==> src/hw/rtl/spd_pkg.sv <==
// sensor packet decoder package: row storage constants, command and status types
// and the byte-wise crc-8 step shared by the datapath
// depends on nothing
`timescale 1ns / 1ps
`default_nettype none

package spd_pkg;

   // row storage
   localparam int MAX_ROWS = 16;
   localparam int IDX_W    = (MAX_ROWS > 1) ? $clog2(MAX_ROWS) : 1;
   localparam int CNT_W    = $clog2(MAX_ROWS + 1);

   // row word fields: length, 65th bit, first 64 bits
   localparam int HEAD_W   = 64;
   localparam int LEN_W    = 7;
   localparam int ROW_W    = LEN_W + 1 + HEAD_W;

   // crc-8, polynomial 0x31, initial value 0
   localparam logic [7:0] CRC_POLY = 8'h31;
   localparam logic [7:0] CRC_INIT = 8'h00;

   // row lengths of interest
   localparam logic [LEN_W-1:0] CLOCK_MIN_LEN = 7'd65;
   localparam logic [LEN_W-1:0] SENSOR_LEN_A  = 7'd48;
   localparam logic [LEN_W-1:0] SENSOR_LEN_B  = 7'd49;

   localparam logic [11:0] YEAR_BASE = 12'd2000;

   // result status codes
   localparam logic [1:0] ST_OK       = 2'd0;
   localparam logic [1:0] ST_NO_ROW   = 2'd1;
   localparam logic [1:0] ST_ALL_ONES = 2'd2;
   localparam logic [1:0] ST_CRC_BAD  = 2'd3;

   // datapath operations issued by the controller
   typedef enum logic [2:0] {
      OP_NOP   = 3'd0,
      OP_LOAD  = 3'd1,
      OP_CMP   = 3'd2,
      OP_STORE = 3'd3,
      OP_FIND  = 3'd4,
      OP_CRC   = 3'd5,
      OP_EMIT  = 3'd6
   } op_type;

   typedef struct packed {
      op_type op;
   } cmd_type;

   typedef struct packed {
      logic scan_done;
      logic crc_done;
      logic is_final;
   } stat_type;

   // one byte through the crc, msb first
   function automatic logic [7:0] crc8_byte(input logic [7:0] crc, input logic [7:0] data);
      logic [7:0] r;
      r = crc ^ data;
      for (int k = 0; k < 8; k++) begin
         if (r[7]) begin
            r = {r[6:0], 1'b0} ^ CRC_POLY;
         end else begin
            r = {r[6:0], 1'b0};
         end
      end
      return r;
   endfunction

endpackage

`default_nettype wire

==> src/hw/rtl/spd_ram.sv <==
// generic single-write, single-read ram with registered read data
// depends on nothing
`timescale 1ns / 1ps
`default_nettype none

module spd_ram #(
   parameter int WIDTH = 8,
   parameter int DEPTH = 16
) (
   input  wire logic                                   clock,
   input  wire logic                                   wr_en,
   input  wire logic [((DEPTH > 1) ? $clog2(DEPTH) : 1)-1:0] wr_addr,
   input  wire logic [WIDTH-1:0]                       wr_data,
   input  wire logic [((DEPTH > 1) ? $clog2(DEPTH) : 1)-1:0] rd_addr,
   output logic      [WIDTH-1:0]                       rd_data
);

   logic [WIDTH-1:0] mem_ff [DEPTH];

   // write port and registered read port
   always_ff @(posedge clock) begin
      if (wr_en) begin
         mem_ff[wr_addr] <= wr_data;
      end
      rd_data <= mem_ff[rd_addr];
   end

endmodule

`default_nettype wire

==> src/hw/rtl/spd_ctrl.sv <==
// sensor packet decoder controller: sequences load, compare sweep, store
// for each item, and search sweep, crc and result for a final item
// depends on spd_pkg
`timescale 1ns / 1ps
`default_nettype none

module spd_ctrl
   import spd_pkg::*;
(
   input  wire logic     clock,
   input  wire logic     reset,
   input  wire logic     start,
   input  wire stat_type stat,
   output cmd_type       cmd,
   output logic          busy
);

   typedef enum logic [5:0] {
      S_IDLE  = 6'b000001,
      S_CMP   = 6'b000010,
      S_STORE = 6'b000100,
      S_FIND  = 6'b001000,
      S_CRC   = 6'b010000,
      S_EMIT  = 6'b100000
   } state_type;

   state_type state_ff, state_in;

   // next state and command
   always_comb begin
      state_in = state_ff;
      cmd.op   = OP_NOP;
      case (state_ff)
         S_IDLE: begin
            if (start) begin
               cmd.op   = OP_LOAD;
               state_in = S_CMP;
            end
         end
         S_CMP: begin
            cmd.op = OP_CMP;
            if (stat.scan_done) begin
               state_in = S_STORE;
            end
         end
         S_STORE: begin
            cmd.op   = OP_STORE;
            state_in = stat.is_final ? S_FIND : S_IDLE;
         end
         S_FIND: begin
            cmd.op = OP_FIND;
            if (stat.scan_done) begin
               state_in = S_CRC;
            end
         end
         S_CRC: begin
            cmd.op = OP_CRC;
            if (stat.crc_done) begin
               state_in = S_EMIT;
            end
         end
         S_EMIT: begin
            cmd.op   = OP_EMIT;
            state_in = S_IDLE;
         end
         default: begin
            state_in = S_IDLE;
         end
      endcase
   end

   always_ff @(posedge clock) begin
      if (reset) begin
         state_ff <= S_IDLE;
      end else begin
         state_ff <= state_in;
      end
   end

   assign busy = (state_ff != S_IDLE);

endmodule

`default_nettype wire

==> src/hw/rtl/spd_datapath.sv <==
// sensor packet decoder datapath: row ram, repeat marks, sweep counter,
// captured clock and sensor rows, crc units and result registers
// depends on spd_pkg and spd_ram
`timescale 1ns / 1ps
`default_nettype none

module spd_datapath
   import spd_pkg::*;
(
   input  wire logic               clock,
   input  wire logic               reset,
   input  wire cmd_type            cmd,
   output stat_type                stat,
   input  wire logic [HEAD_W-1:0]  req_row_head,
   input  wire logic               req_row_bit_extra,
   input  wire logic [LEN_W-1:0]   req_row_length,
   input  wire logic               req_final_row,
   output logic                    rsp_valid,
   output logic [1:0]              rsp_status,
   output logic [11:0]             rsp_sensor_id,
   output logic [3:0]              rsp_channel,
   output logic                    rsp_batt_good,
   output logic signed [9:0]       rsp_temp_tenths,
   output logic [7:0]              rsp_humidity,
   output logic                    rsp_clock_valid,
   output logic [11:0]             rsp_clock_year,
   output logic [3:0]              rsp_clock_month,
   output logic [4:0]              rsp_clock_day,
   output logic [16:0]             rsp_clock_hms
);

   // current item
   logic [ROW_W-1:0]  cur_ff, cur_in;
   logic              final_ff, final_in;
   logic [HEAD_W-1:0] head_mask;

   // transmission state
   logic [CNT_W-1:0]    count_ff, count_in;
   logic [MAX_ROWS-1:0] marks_ff, marks_in;

   // sweep
   logic [CNT_W-1:0] idx_ff, idx_in;
   logic             pend_ff, pend_in;
   logic [IDX_W-1:0] rd_idx_ff, rd_idx_in;
   logic [CNT_W-1:0] limit;
   logic             room;

   // ram ports
   logic             ram_we;
   logic [IDX_W-1:0] ram_waddr;
   logic [IDX_W-1:0] ram_raddr;
   logic [ROW_W-1:0] ram_rdata;
   logic [LEN_W-1:0] rd_len;

   // captured rows and crc
   logic [HEAD_W-1:0] clk_row_ff, clk_row_in, sen_row_ff, sen_row_in;
   logic              clk_found_ff, clk_found_in, sen_found_ff, sen_found_in;
   logic              clk_nz_ff, clk_nz_in;
   logic [7:0]        clk_crc_ff, clk_crc_in, sen_crc_ff, sen_crc_in;
   logic [2:0]        byte_ff, byte_in;

   // result fields
   logic [7:0]  cb [8];
   logic [7:0]  sb [8];
   logic        cv;
   logic [1:0]  st;
   logic        rv_in;
   logic [1:0]  st_in;
   logic [11:0] id_in;
   logic [3:0]  ch_in;
   logic        bat_in;
   logic [9:0]  temp_in;
   logic [7:0]  hum_in;
   logic        cv_in;
   logic [11:0] yr_in;
   logic [3:0]  mo_in;
   logic [4:0]  dy_in;
   logic [16:0] hms_in;

   // keep only the first row_length bits of the inverted head
   always_comb begin
      for (int j = 0; j < HEAD_W; j++) begin
         head_mask[HEAD_W-1-j] = (req_row_length > LEN_W'(j));
      end
   end

   assign room  = (count_ff < CNT_W'(MAX_ROWS));
   assign limit = (cmd.op == OP_CMP) ? (room ? count_ff : '0) : count_ff;

   assign rd_len = ram_rdata[ROW_W-1 -: LEN_W];

   spd_ram #(
      .WIDTH(ROW_W),
      .DEPTH(MAX_ROWS)
   ) u_ram (
      .clock  (clock),
      .wr_en  (ram_we),
      .wr_addr(ram_waddr),
      .wr_data(cur_ff),
      .rd_addr(ram_raddr),
      .rd_data(ram_rdata)
   );

   assign ram_raddr = idx_ff[IDX_W-1:0];
   assign ram_waddr = count_ff[IDX_W-1:0];
   assign ram_we    = (cmd.op == OP_STORE) && room;

   // byte views of the captured rows
   always_comb begin
      for (int k = 0; k < 8; k++) begin
         cb[k] = clk_row_ff[HEAD_W-1-8*k -: 8];
         sb[k] = sen_row_ff[HEAD_W-1-8*k -: 8];
      end
   end

   // result decode
   always_comb begin
      cv = clk_found_ff && clk_nz_ff && (clk_crc_ff == 8'h00);
      if (!sen_found_ff) begin
         st = ST_NO_ROW;
      end else if (sb[0] == 8'h00 && sb[1] == 8'h00 && sb[2] == 8'h00 && sb[4] == 8'h00) begin
         st = ST_ALL_ONES;
      end else if (sen_crc_ff != 8'h00) begin
         st = ST_CRC_BAD;
      end else begin
         st = ST_OK;
      end
   end

   // sequencing of the datapath operations
   always_comb begin
      cur_in       = cur_ff;
      final_in     = final_ff;
      count_in     = count_ff;
      marks_in     = marks_ff;
      idx_in       = idx_ff;
      pend_in      = 1'b0;
      rd_idx_in    = idx_ff[IDX_W-1:0];
      clk_row_in   = clk_row_ff;
      sen_row_in   = sen_row_ff;
      clk_found_in = clk_found_ff;
      sen_found_in = sen_found_ff;
      clk_nz_in    = clk_nz_ff;
      clk_crc_in   = clk_crc_ff;
      sen_crc_in   = sen_crc_ff;
      byte_in      = byte_ff;
      rv_in        = 1'b0;

      case (cmd.op)
         OP_LOAD: begin
            cur_in       = {req_row_length,
                            (~req_row_bit_extra) & (req_row_length >= CLOCK_MIN_LEN),
                            (~req_row_head) & head_mask};
            final_in     = req_final_row;
            idx_in       = '0;
            clk_found_in = 1'b0;
            sen_found_in = 1'b0;
            clk_nz_in    = 1'b0;
            clk_crc_in   = CRC_INIT;
            sen_crc_in   = CRC_INIT;
            byte_in      = '0;
         end
         OP_CMP, OP_FIND: begin
            // issue the next read
            if (idx_ff < limit) begin
               pend_in = 1'b1;
               idx_in  = idx_ff + CNT_W'(1);
            end
            // act on the row read last cycle
            if (pend_ff) begin
               if (cmd.op == OP_CMP) begin
                  if (ram_rdata == cur_ff) begin
                     marks_in[rd_idx_ff] = 1'b1;
                  end
               end else if (marks_ff[rd_idx_ff]) begin
                  if (!clk_found_ff && rd_len >= CLOCK_MIN_LEN) begin
                     clk_found_in = 1'b1;
                     clk_nz_in    = (rd_idx_ff != '0);
                     clk_row_in   = ram_rdata[HEAD_W-1:0];
                  end
                  if (!sen_found_ff && (rd_len == SENSOR_LEN_A || rd_len == SENSOR_LEN_B)) begin
                     sen_found_in = 1'b1;
                     sen_row_in   = ram_rdata[HEAD_W-1:0];
                  end
               end
            end
         end
         OP_STORE: begin
            idx_in = '0;
            if (room) begin
               marks_in[count_ff[IDX_W-1:0]] = 1'b0;
               count_in = count_ff + CNT_W'(1);
            end
         end
         OP_CRC: begin
            // one byte per cycle; after all eight bytes the rows are back in order
            clk_crc_in = crc8_byte(clk_crc_ff, clk_row_ff[HEAD_W-1 -: 8]);
            if (byte_ff < 3'd6) begin
               sen_crc_in = crc8_byte(sen_crc_ff, sen_row_ff[HEAD_W-1 -: 8]);
            end
            clk_row_in = {clk_row_ff[HEAD_W-9:0], clk_row_ff[HEAD_W-1 -: 8]};
            sen_row_in = {sen_row_ff[HEAD_W-9:0], sen_row_ff[HEAD_W-1 -: 8]};
            byte_in    = byte_ff + 3'd1;
         end
         OP_EMIT: begin
            rv_in    = 1'b1;
            count_in = '0;
            marks_in = '0;
         end
         default: begin
         end
      endcase
   end

   // result fields
   always_comb begin
      st_in   = st;
      id_in   = '0;
      ch_in   = '0;
      bat_in  = 1'b0;
      temp_in = '0;
      hum_in  = '0;
      if (st == ST_OK) begin
         ch_in   = {1'b0, sb[0][6:4]} + 4'd1;
         id_in   = {sb[0][3:0], sb[1]};
         bat_in  = ~sb[2][7];
         temp_in = {sb[2][5:0], sb[3][7:4]};
         hum_in  = {1'b0, sb[4][7:4], 3'b000} + {3'b000, sb[4][7:4], 1'b0}
                   + {4'b0000, sb[4][3:0]};
      end
      cv_in  = cv;
      yr_in  = '0;
      mo_in  = '0;
      dy_in  = '0;
      hms_in = '0;
      if (cv) begin
         hms_in = {cb[2][4:0], cb[3][5:0], cb[4][5:0]};
         yr_in  = YEAR_BASE + {5'b00000, cb[5][7:1]};
         dy_in  = {cb[5][0], cb[6][7:4]};
         mo_in  = cb[6][3:0];
      end
   end

   // control registers
   always_ff @(posedge clock) begin
      if (reset) begin
         count_ff  <= '0;
         marks_ff  <= '0;
         pend_ff   <= 1'b0;
         rsp_valid <= 1'b0;
      end else begin
         count_ff  <= count_in;
         marks_ff  <= marks_in;
         pend_ff   <= pend_in;
         rsp_valid <= rv_in;
      end
   end

   // payload registers
   always_ff @(posedge clock) begin
      cur_ff       <= cur_in;
      final_ff     <= final_in;
      idx_ff       <= idx_in;
      rd_idx_ff    <= rd_idx_in;
      clk_row_ff   <= clk_row_in;
      sen_row_ff   <= sen_row_in;
      clk_found_ff <= clk_found_in;
      sen_found_ff <= sen_found_in;
      clk_nz_ff    <= clk_nz_in;
      clk_crc_ff   <= clk_crc_in;
      sen_crc_ff   <= sen_crc_in;
      byte_ff      <= byte_in;
      if (rv_in) begin
         rsp_status      <= st_in;
         rsp_sensor_id   <= id_in;
         rsp_channel     <= ch_in;
         rsp_batt_good   <= bat_in;
         rsp_temp_tenths <= temp_in;
         rsp_humidity    <= hum_in;
         rsp_clock_valid <= cv_in;
         rsp_clock_year  <= yr_in;
         rsp_clock_month <= mo_in;
         rsp_clock_day   <= dy_in;
         rsp_clock_hms   <= hms_in;
      end
   end

   // status to the controller
   assign stat.scan_done = !pend_ff && (idx_ff >= limit);
   assign stat.crc_done  = (byte_ff == 3'd7);
   assign stat.is_final  = final_ff;

endmodule

`default_nettype wire

==> src/hw/rtl/sensor_packet_decoder.sv <==
// sensor packet decoder top level: controller and datapath
// depends on spd_pkg, spd_ctrl, spd_datapath
//
//   channel   ports                     handshake
//   -------   -----                     ---------
//   request   start, busy, req_*        taken when start is high and busy is low
//   response  rsp_valid, rsp_*          one-cycle strobe, cannot be held off
//
// an item runs from its accept to the next accept through a compare sweep, with one ram
// read per row already stored this transmission and a read drain, then a store; with no
// row stored, or with the store full, the sweep makes no reads.
// a final item adds a search sweep over the M rows then held, a crc over eight bytes
// (one byte per cycle) and a result step; the strobe comes with the return to idle.
// reset clears the row count, repeat marks and the controller; ram contents need no clearing.
`timescale 1ns / 1ps
`default_nettype none

module sensor_packet_decoder
   import spd_pkg::*;
(
   input  wire logic              clock,
   input  wire logic              reset,
   input  wire logic              start,
   output logic                   busy,
   input  wire logic [HEAD_W-1:0] req_row_head,
   input  wire logic              req_row_bit_extra,
   input  wire logic [LEN_W-1:0]  req_row_length,
   input  wire logic              req_final_row,
   output logic                   rsp_valid,
   output logic [1:0]             rsp_status,
   output logic [11:0]            rsp_sensor_id,
   output logic [3:0]             rsp_channel,
   output logic                   rsp_batt_good,
   output logic signed [9:0]      rsp_temp_tenths,
   output logic [7:0]             rsp_humidity,
   output logic                   rsp_clock_valid,
   output logic [11:0]            rsp_clock_year,
   output logic [3:0]             rsp_clock_month,
   output logic [4:0]             rsp_clock_day,
   output logic [16:0]            rsp_clock_hms
);

   cmd_type  cmd;
   stat_type stat;

   // sequencing
   spd_ctrl u_ctrl (
      .clock(clock),
      .reset(reset),
      .start(start),
      .stat (stat),
      .cmd  (cmd),
      .busy (busy)
   );

   // storage, search and decode
   spd_datapath u_datapath (
      .clock            (clock),
      .reset            (reset),
      .cmd              (cmd),
      .stat             (stat),
      .req_row_head     (req_row_head),
      .req_row_bit_extra(req_row_bit_extra),
      .req_row_length   (req_row_length),
      .req_final_row    (req_final_row),
      .rsp_valid        (rsp_valid),
      .rsp_status       (rsp_status),
      .rsp_sensor_id    (rsp_sensor_id),
      .rsp_channel      (rsp_channel),
      .rsp_batt_good    (rsp_batt_good),
      .rsp_temp_tenths  (rsp_temp_tenths),
      .rsp_humidity     (rsp_humidity),
      .rsp_clock_valid  (rsp_clock_valid),
      .rsp_clock_year   (rsp_clock_year),
      .rsp_clock_month  (rsp_clock_month),
      .rsp_clock_day    (rsp_clock_day),
      .rsp_clock_hms    (rsp_clock_hms)
   );

endmodule

`default_nettype wire
==> config.mk <==
export PLATFORM = sky130hd
export DESIGN_NAME = sensor_packet_decoder
export DESIGN_NICKNAME = d
export VERILOG_FILES = /design/src/hw/rtl/spd_pkg.sv /design/src/hw/rtl/spd_ram.sv /design/src/hw/rtl/spd_ctrl.sv /design/src/hw/rtl/spd_datapath.sv /design/src/hw/rtl/sensor_packet_decoder.sv
export SDC_FILE = /design/constraint.sdc
export NUM_CORES = 2
export LEC_CHECK = 0
export BUFFER_PORTS_ARGS = -buffer_cell sky130_fd_sc_hd__buf_2
export CAP_MARGIN = 30
export CORE_ASPECT_RATIO = 1.4
export CORE_MARGIN = 3
export CORE_UTILIZATION = 50
export CTS_BUF_LIST = sky130_fd_sc_hd__clkbuf_16
export CTS_CLUSTER_DIAMETER = 150
export DETAILED_ROUTE_END_ITERATION = 6
export GPL_TIMING_DRIVEN = 0
export HOLD_SLACK_MARGIN = 0.02
export PLACE_DENSITY_LB_ADDON = 0.2
export SLEW_MARGIN = 20
export SYNTH_ARGS = -nofsm -noshare
export SYNTH_HDL_FRONTEND = slang
export SYNTH_HIERARCHICAL = 1
export SYNTH_SLANG_ARGS = --single-unit
==> constraint.sdc <==
create_clock -name clock -period 16.7 [get_ports clock]
set_clock_uncertainty 0.05 [all_clocks]
set_input_delay 0.835 -clock clock [delete_from_list [all_inputs] [get_ports clock]]
set_output_delay 0.835 -clock clock [all_outputs]
set_load 0.1 [all_outputs]
== After elaboration in Yosys (flattened, before gate mapping) ==
Memory sizes are Yosys's and may differ from the RTL's. A register that Yosys moved wholly into a read port is not among the register bits.
Cells that the tools add are included.

* Bits in registers: 337
* Memory bits (writable): 1152
* Bits of input ports: 76
* Logic and storage cells: 307
* Memories kept: 1

* Add/subtract/negate cells: 7
* Magnitude comparators: 74
* Eq/ne operators: 31
* Mux-type cells: 98
* Bitwise operators: 27
* Reductions and logical operators: 41

{| class="wikitable"
|+ Memories
! memory !! words !! bits a word !! read ports !! clocked after Yosys merged registers in !! write ports !! line !! text
|-
| u_datapath.u_ram.mem_ff || 16 || 72 || 1 || 1 || 1 || spd_ram.sv:18 || <nowiki>logic [WIDTH-1:0] mem_ff [DEPTH];</nowiki>
|}

{| class="wikitable"
|+ Operators with widths
! cell !! count
|-
| two-way mux 64 bit || 8
|-
| case mux 64 bit (2 select lines) || 2
|-
| greater-than comparator 7 x 6 -> 1 bit (second input constant) || 32
|-
| two-way mux 8 bit || 22
|-
| two-way mux 6 bit || 20
|-
| greater-than comparator 7 x 5 -> 1 bit (second input constant) || 16
|-
| equality test 72 bit || 1
|-
| bitwise AND 64 bit || 1
|-
| two-way mux 16 bit || 4
|-
| NOT 64 bit || 1
|-
| greater-than comparator 7 x 4 -> 1 bit (second input constant) || 8
|-
| NOT 3 bit || 16
|-
| case mux 16 bit (3 select lines) || 1
|-
| logical NOT 8 bit || 5
|-
| case mux 8 bit (2 select lines) || 2
|-
| case mux 6 bit (5 select lines) || 1
|-
| greater-than comparator 7 x 3 -> 1 bit (second input constant) || 4
|-
| AND reduction 5 bit || 5
|-
| two-way mux 1 bit || 20
|-
| two-way mux 5 bit || 4
|-
| case mux 5 bit (2 select lines) || 2
|-
| inequality test 2 x 1 -> 1 bit (second input constant) || 9
|-
| case mux 3 bit (6 select lines) || 1
|-
| bitwise AND 16 bit || 1
|-
| other kinds (49) || 92
|}

== Depth between registers and ports, before layout ==
* Word-level depth: 33
* Depth in mapped cells: 18

== Cells and area by module ==
The synthesis kept the hierarchy.

{| class="wikitable"
|+ By module, submodules not included
! module !! times used !! cells an instance !! area each (sq um) !! seq. area each (sq um)
|-
| spd_ram || 1 || 1850 || 44550.2 || 36034.6
|-
| spd_datapath || 1 || 1317 || 15212.1 || 9609.2
|-
| spd_ctrl || 1 || 60 || 488.0 || 120.1
|}

== Worst setup path after synthesis ==
Ideal clock, no wire load.

* Path type: reg2reg
* Start: reg u_ctrl.state_ff[1]
* End: mem u_datapath/u_ram/mem_ff[0][0] (netlist bit), enable pin
* Arrival: 7.307 ns
* Required time: 16.060 ns
* Slack: 8.753 ns
* Stages on the path, launching flop included: 10
* Cell sequence: dfxtp_1 buf_6 or4_1 o21ai_1 buf_2 nand3b_4 clkbuf_1 nor2_1 or3b_2 nor3_1

{| class="wikitable"
|+ RTL lines
! what !! line !! text
|-
| start, declared || spd_ctrl.sv:27 || <nowiki>state_type state_ff, state_in;</nowiki>
|-
| start signal, assigned || spd_ctrl.sv:76 || <nowiki>state_ff <= state_in;</nowiki>
|-
| end, declared || spd_ram.sv:18 ||
|}

==> run_results.csv <==
group,metric,value,unit
power,ir_drop,0.110,mV
logic_synthesis,async_reset_ff_share,0,%
drt,drt_pass1_iterations,5,
worst_setup_path,crit_path_start_kind,"flip-flop",
floorplanning,rows,150,
placement,dp_hpwl,114000,um
clock_network,cts_hold_buf,0,
worst_setup_path,worstPathRequired,17.11,ns
global_route,grt_pass1_vias,31800,
clock_network,cts_resized,0,
logic_synthesis,yosysSeqAreaShare,76.0,%
drt,via_count,32100,
cells_and_area,final_area,69500,sq um
cells_and_area,layout_commonest_cell,"edfxtp_1",
min_path,hp-class,"primary input to flip-flop",
power,leakage,23.6,nW
sta,setup_viol,0,
worst_setup_path,crit_fanout,10,
clock_network,cts.sinks,1559,
placement,dp.cells,5091,
sta,post-route-period-util,28.9,%
placement,numPortBuffers,153,
worst_setup_path,end_kind,"flip-flop",
drt,avgViaCountPerCell,6.00,
placement,place_area,65000,sq um
floorplanning,core-area,120000,sq um
drt,postRouteAntennaNets,0,
cells_and_area,final_cell_mix,"edfxtp_1 (1454), nand2_1 (422), mux4_2 (292), buf_2 (185), clkbuf_16 (149)",
cells_and_area,drive_above_1_share,23.5,%
cells_and_area,area_growth,15.4,%
worst_setup_path,critPathKind,"flip-flop to flip-flop",
global_route,grt_first_pass_wirelength,229000,um
global_route,grt_overflow,0,
floorplanning,io_pins,154,
worst_setup_path,arrival,5.23,ns
logic_synthesis,syn-cell-area,60300,sq um
outcome,status,"finished clean",
sta,relSlewSlack,31.2,%
sta,tightestPinTransition,1.03,ns
logic_synthesis,syn-num-nets,3328,
global_route,antenna_found_initial,10,
logic_synthesis,synth_flop_cell,"edfxtp_1",
clock_network,cts_buffers,144,
logic_synthesis,synth_edf_count,1454,
sta,min_period,4.83,ns
floorplanning,initial_utilization,50.4,%
logic_synthesis,synth_cell_type_count,68,
cells_and_area,nFillCells,8862,
clock_network,cts.path.max_buffers,3,
logic_synthesis,ys_ff_latch,1559,
power,power.total,8.82,mW
run,drv_cap,0,
clock_network,root_buffer,"clkbuf_16",
placement,place.gp.congestion,0.893,
clock_network,post_cts_buffers,0,
logic_synthesis,ys_warn_count,6,
drt,drcViolationCount,0,
cells_and_area,regArea,45800,sq um
global_route,grt_max_degree,63,
drt,wl_per_cell,29.9,um
logic_synthesis,syn_inst,3227,
logic_synthesis,syn_avg_cell_area,18.7,sq um
clock_network,cts_tree,"done",
clock_network,clk_latency,0.77,ns
sta,final_max_slew_viol_count,0,
drt,drt_iter0_markers,3608,
floorplanning,die_w,299,um
clock_network,cts.clk_slew.worst_paths,0.06,ns
sta,clock.fmax,207,MHz
sta,fin_tns_setup,0,ns
cells_and_area,final_cells,5359,
floorplanning,dieArea,125000,sq um
power,powerDensity,127,nW/um^2
drt,totalWireLength,160000,um
sta,finalHoldViolations,0,
sta,rsz0062_at_grt,"no",
cells_and_area,layout.nets,3743,
clock_network,h-tree-depth,4,
cells_and_area,multi_input_area,13700,sq um
floorplanning,die_y,417,um
global_route,grt_usage,25.9,%
==> path summary, 6_finish.rpt <==
check	slack, ns	from	cells past startpoint	endpoint
setup / recovery	11.87	u_ctrl/state_ff[3]	14	u_datapath/u_ram/mem_ff[12][22]
hold reg to reg	0.42	u_datapath/marks_ff[10]	1	u_datapath/marks_ff[10]
hold / removal	0.19	req_final_row	1	u_datapath/final_ff
setup reg to reg	11.87	u_ctrl/state_ff[3]	14	u_datapath/u_ram/mem_ff[12][22]
==> sequential cells by signal, summed over array words and instances (netlist names), 2 cells and up <==
name	cells
u_ctrl/state_ff	6
u_datapath/byte_ff	3
u_datapath/cb	64
u_datapath/clk_crc_ff	8
u_datapath/count_ff	5
u_datapath/cur_ff	72
u_datapath/idx_ff	5
u_datapath/marks_ff	16
u_datapath/rd_idx_ff	4
u_datapath/rsp_channel	4
u_datapath/rsp_clock_day	5
u_datapath/rsp_clock_hms	17
u_datapath/rsp_clock_month	4
u_datapath/rsp_clock_year	10
u_datapath/rsp_humidity	8
u_datapath/rsp_sensor_id	12
u_datapath/rsp_status	2
u_datapath/rsp_temp_tenths	10
u_datapath/sb	64
u_datapath/sen_crc_ff	8
u_datapath/u_ram/mem_ff	1152
u_datapath/u_ram/rd_data	72
==> cell usage after synthesis (all sizes together), types with 13 or more instances <==
cell | number | area (sq um)
clkbuf | 87 | 327
a21o | 16 | 120
a22oi | 144 | 1080
xnor2 | 43 | 392
ha | 23 | 288
nor2 | 92 | 355
nor3b | 14 | 110
o21ai | 33 | 169
and2 | 70 | 438
mux4 | 292 | 6580
nor4 | 30 | 203
buf | 77 | 561
a32o | 15 | 163
edfxtp | 1454 | 43700
a21oi | 80 | 400
nor2b | 14 | 90.1
dfxtp | 105 | 2100
nand2 | 422 | 1580
xor2 | 79 | 692
nand3 | 13 | 65.1
nor3 | 20 | 110
inv | 22 | 82.6
==> cell families (layout without fill, tap and decap cells) <==
group / after synthesis / after routing / synth area share (%)
and+or+nand+nor: 723 / 723 / 5.47
other: 0 / 3 / 0
muxes: 294 / 294 / 11.0
adders and majority gates: 25 / 25 / 0.544
AOI/OAI and AO/OA: 316 / 316 / 3.59
DFF: 1559 / 1559 / 76.0
buffers and inverters: 186 / 719 / 1.61
xor gates and xnor gates: 124 / 124 / 1.87
==> per-stage QoR <==
step | worst slack (ns) | util (%) | hold slack (ns)
after global placement | 2.07 | 52.7 | 0.394
after CTS | 11.87 | 58.1 | 0.138
after detailed placement | 11.83 | 54.4 | 0.407
after floorplan | 8.75 | - | 0.367
after global routing | 11.56 | 58.1 | 0.158
final | 11.87 | 58.2 | 0.192
==> per-layer routing <==
metal	share of wire, %	vias to the layer above	global-route usage, %	routed length [um]
li1	-	13600	-	-
met5	0.022	-	0	36
met4	3.6	6	8.57	5790
met3	8.4	263	5.59	13500
met1	38	16700	34.1	60600
met2	50	1563	43.3	80300
==> critical path: stages, from the launching register on <==
cell	delay (ns)
dfxtp_1	0.33
buf_6	0.15
or4_1	0.49
o21ai_1	0.13
buf_2	0.23
nand3b_4	0.16
clkbuf_1	0.26
nor2_1	0.46
nand3_1	0.39
nor3_2	0.63
buf_4	0.29
buf_4	0.22
buf_4	0.23
buf_4	0.23
buf_4	0.22
==> cell type report <==
class	count	area share [%]
Timing Repair Buffer	269	3.74
Antenna cell	3	0.0108
Clock buffer	149	5.36
Inverter	22	0.119
Clock inverter	115	1.12
Sequential cell	1559	65.8
Multi-Input combinational cell	1482	19.7
Tap cell	1596	2.87
Buffer	164	1.28
==> report_power, final <==
part	switching, mW	internal [mW]
clock network	1.41	1.75
logic	0.595	0.381
registers	0.244	4.45
total	2.25	6.58
Power figures use the tool's default switching activity.
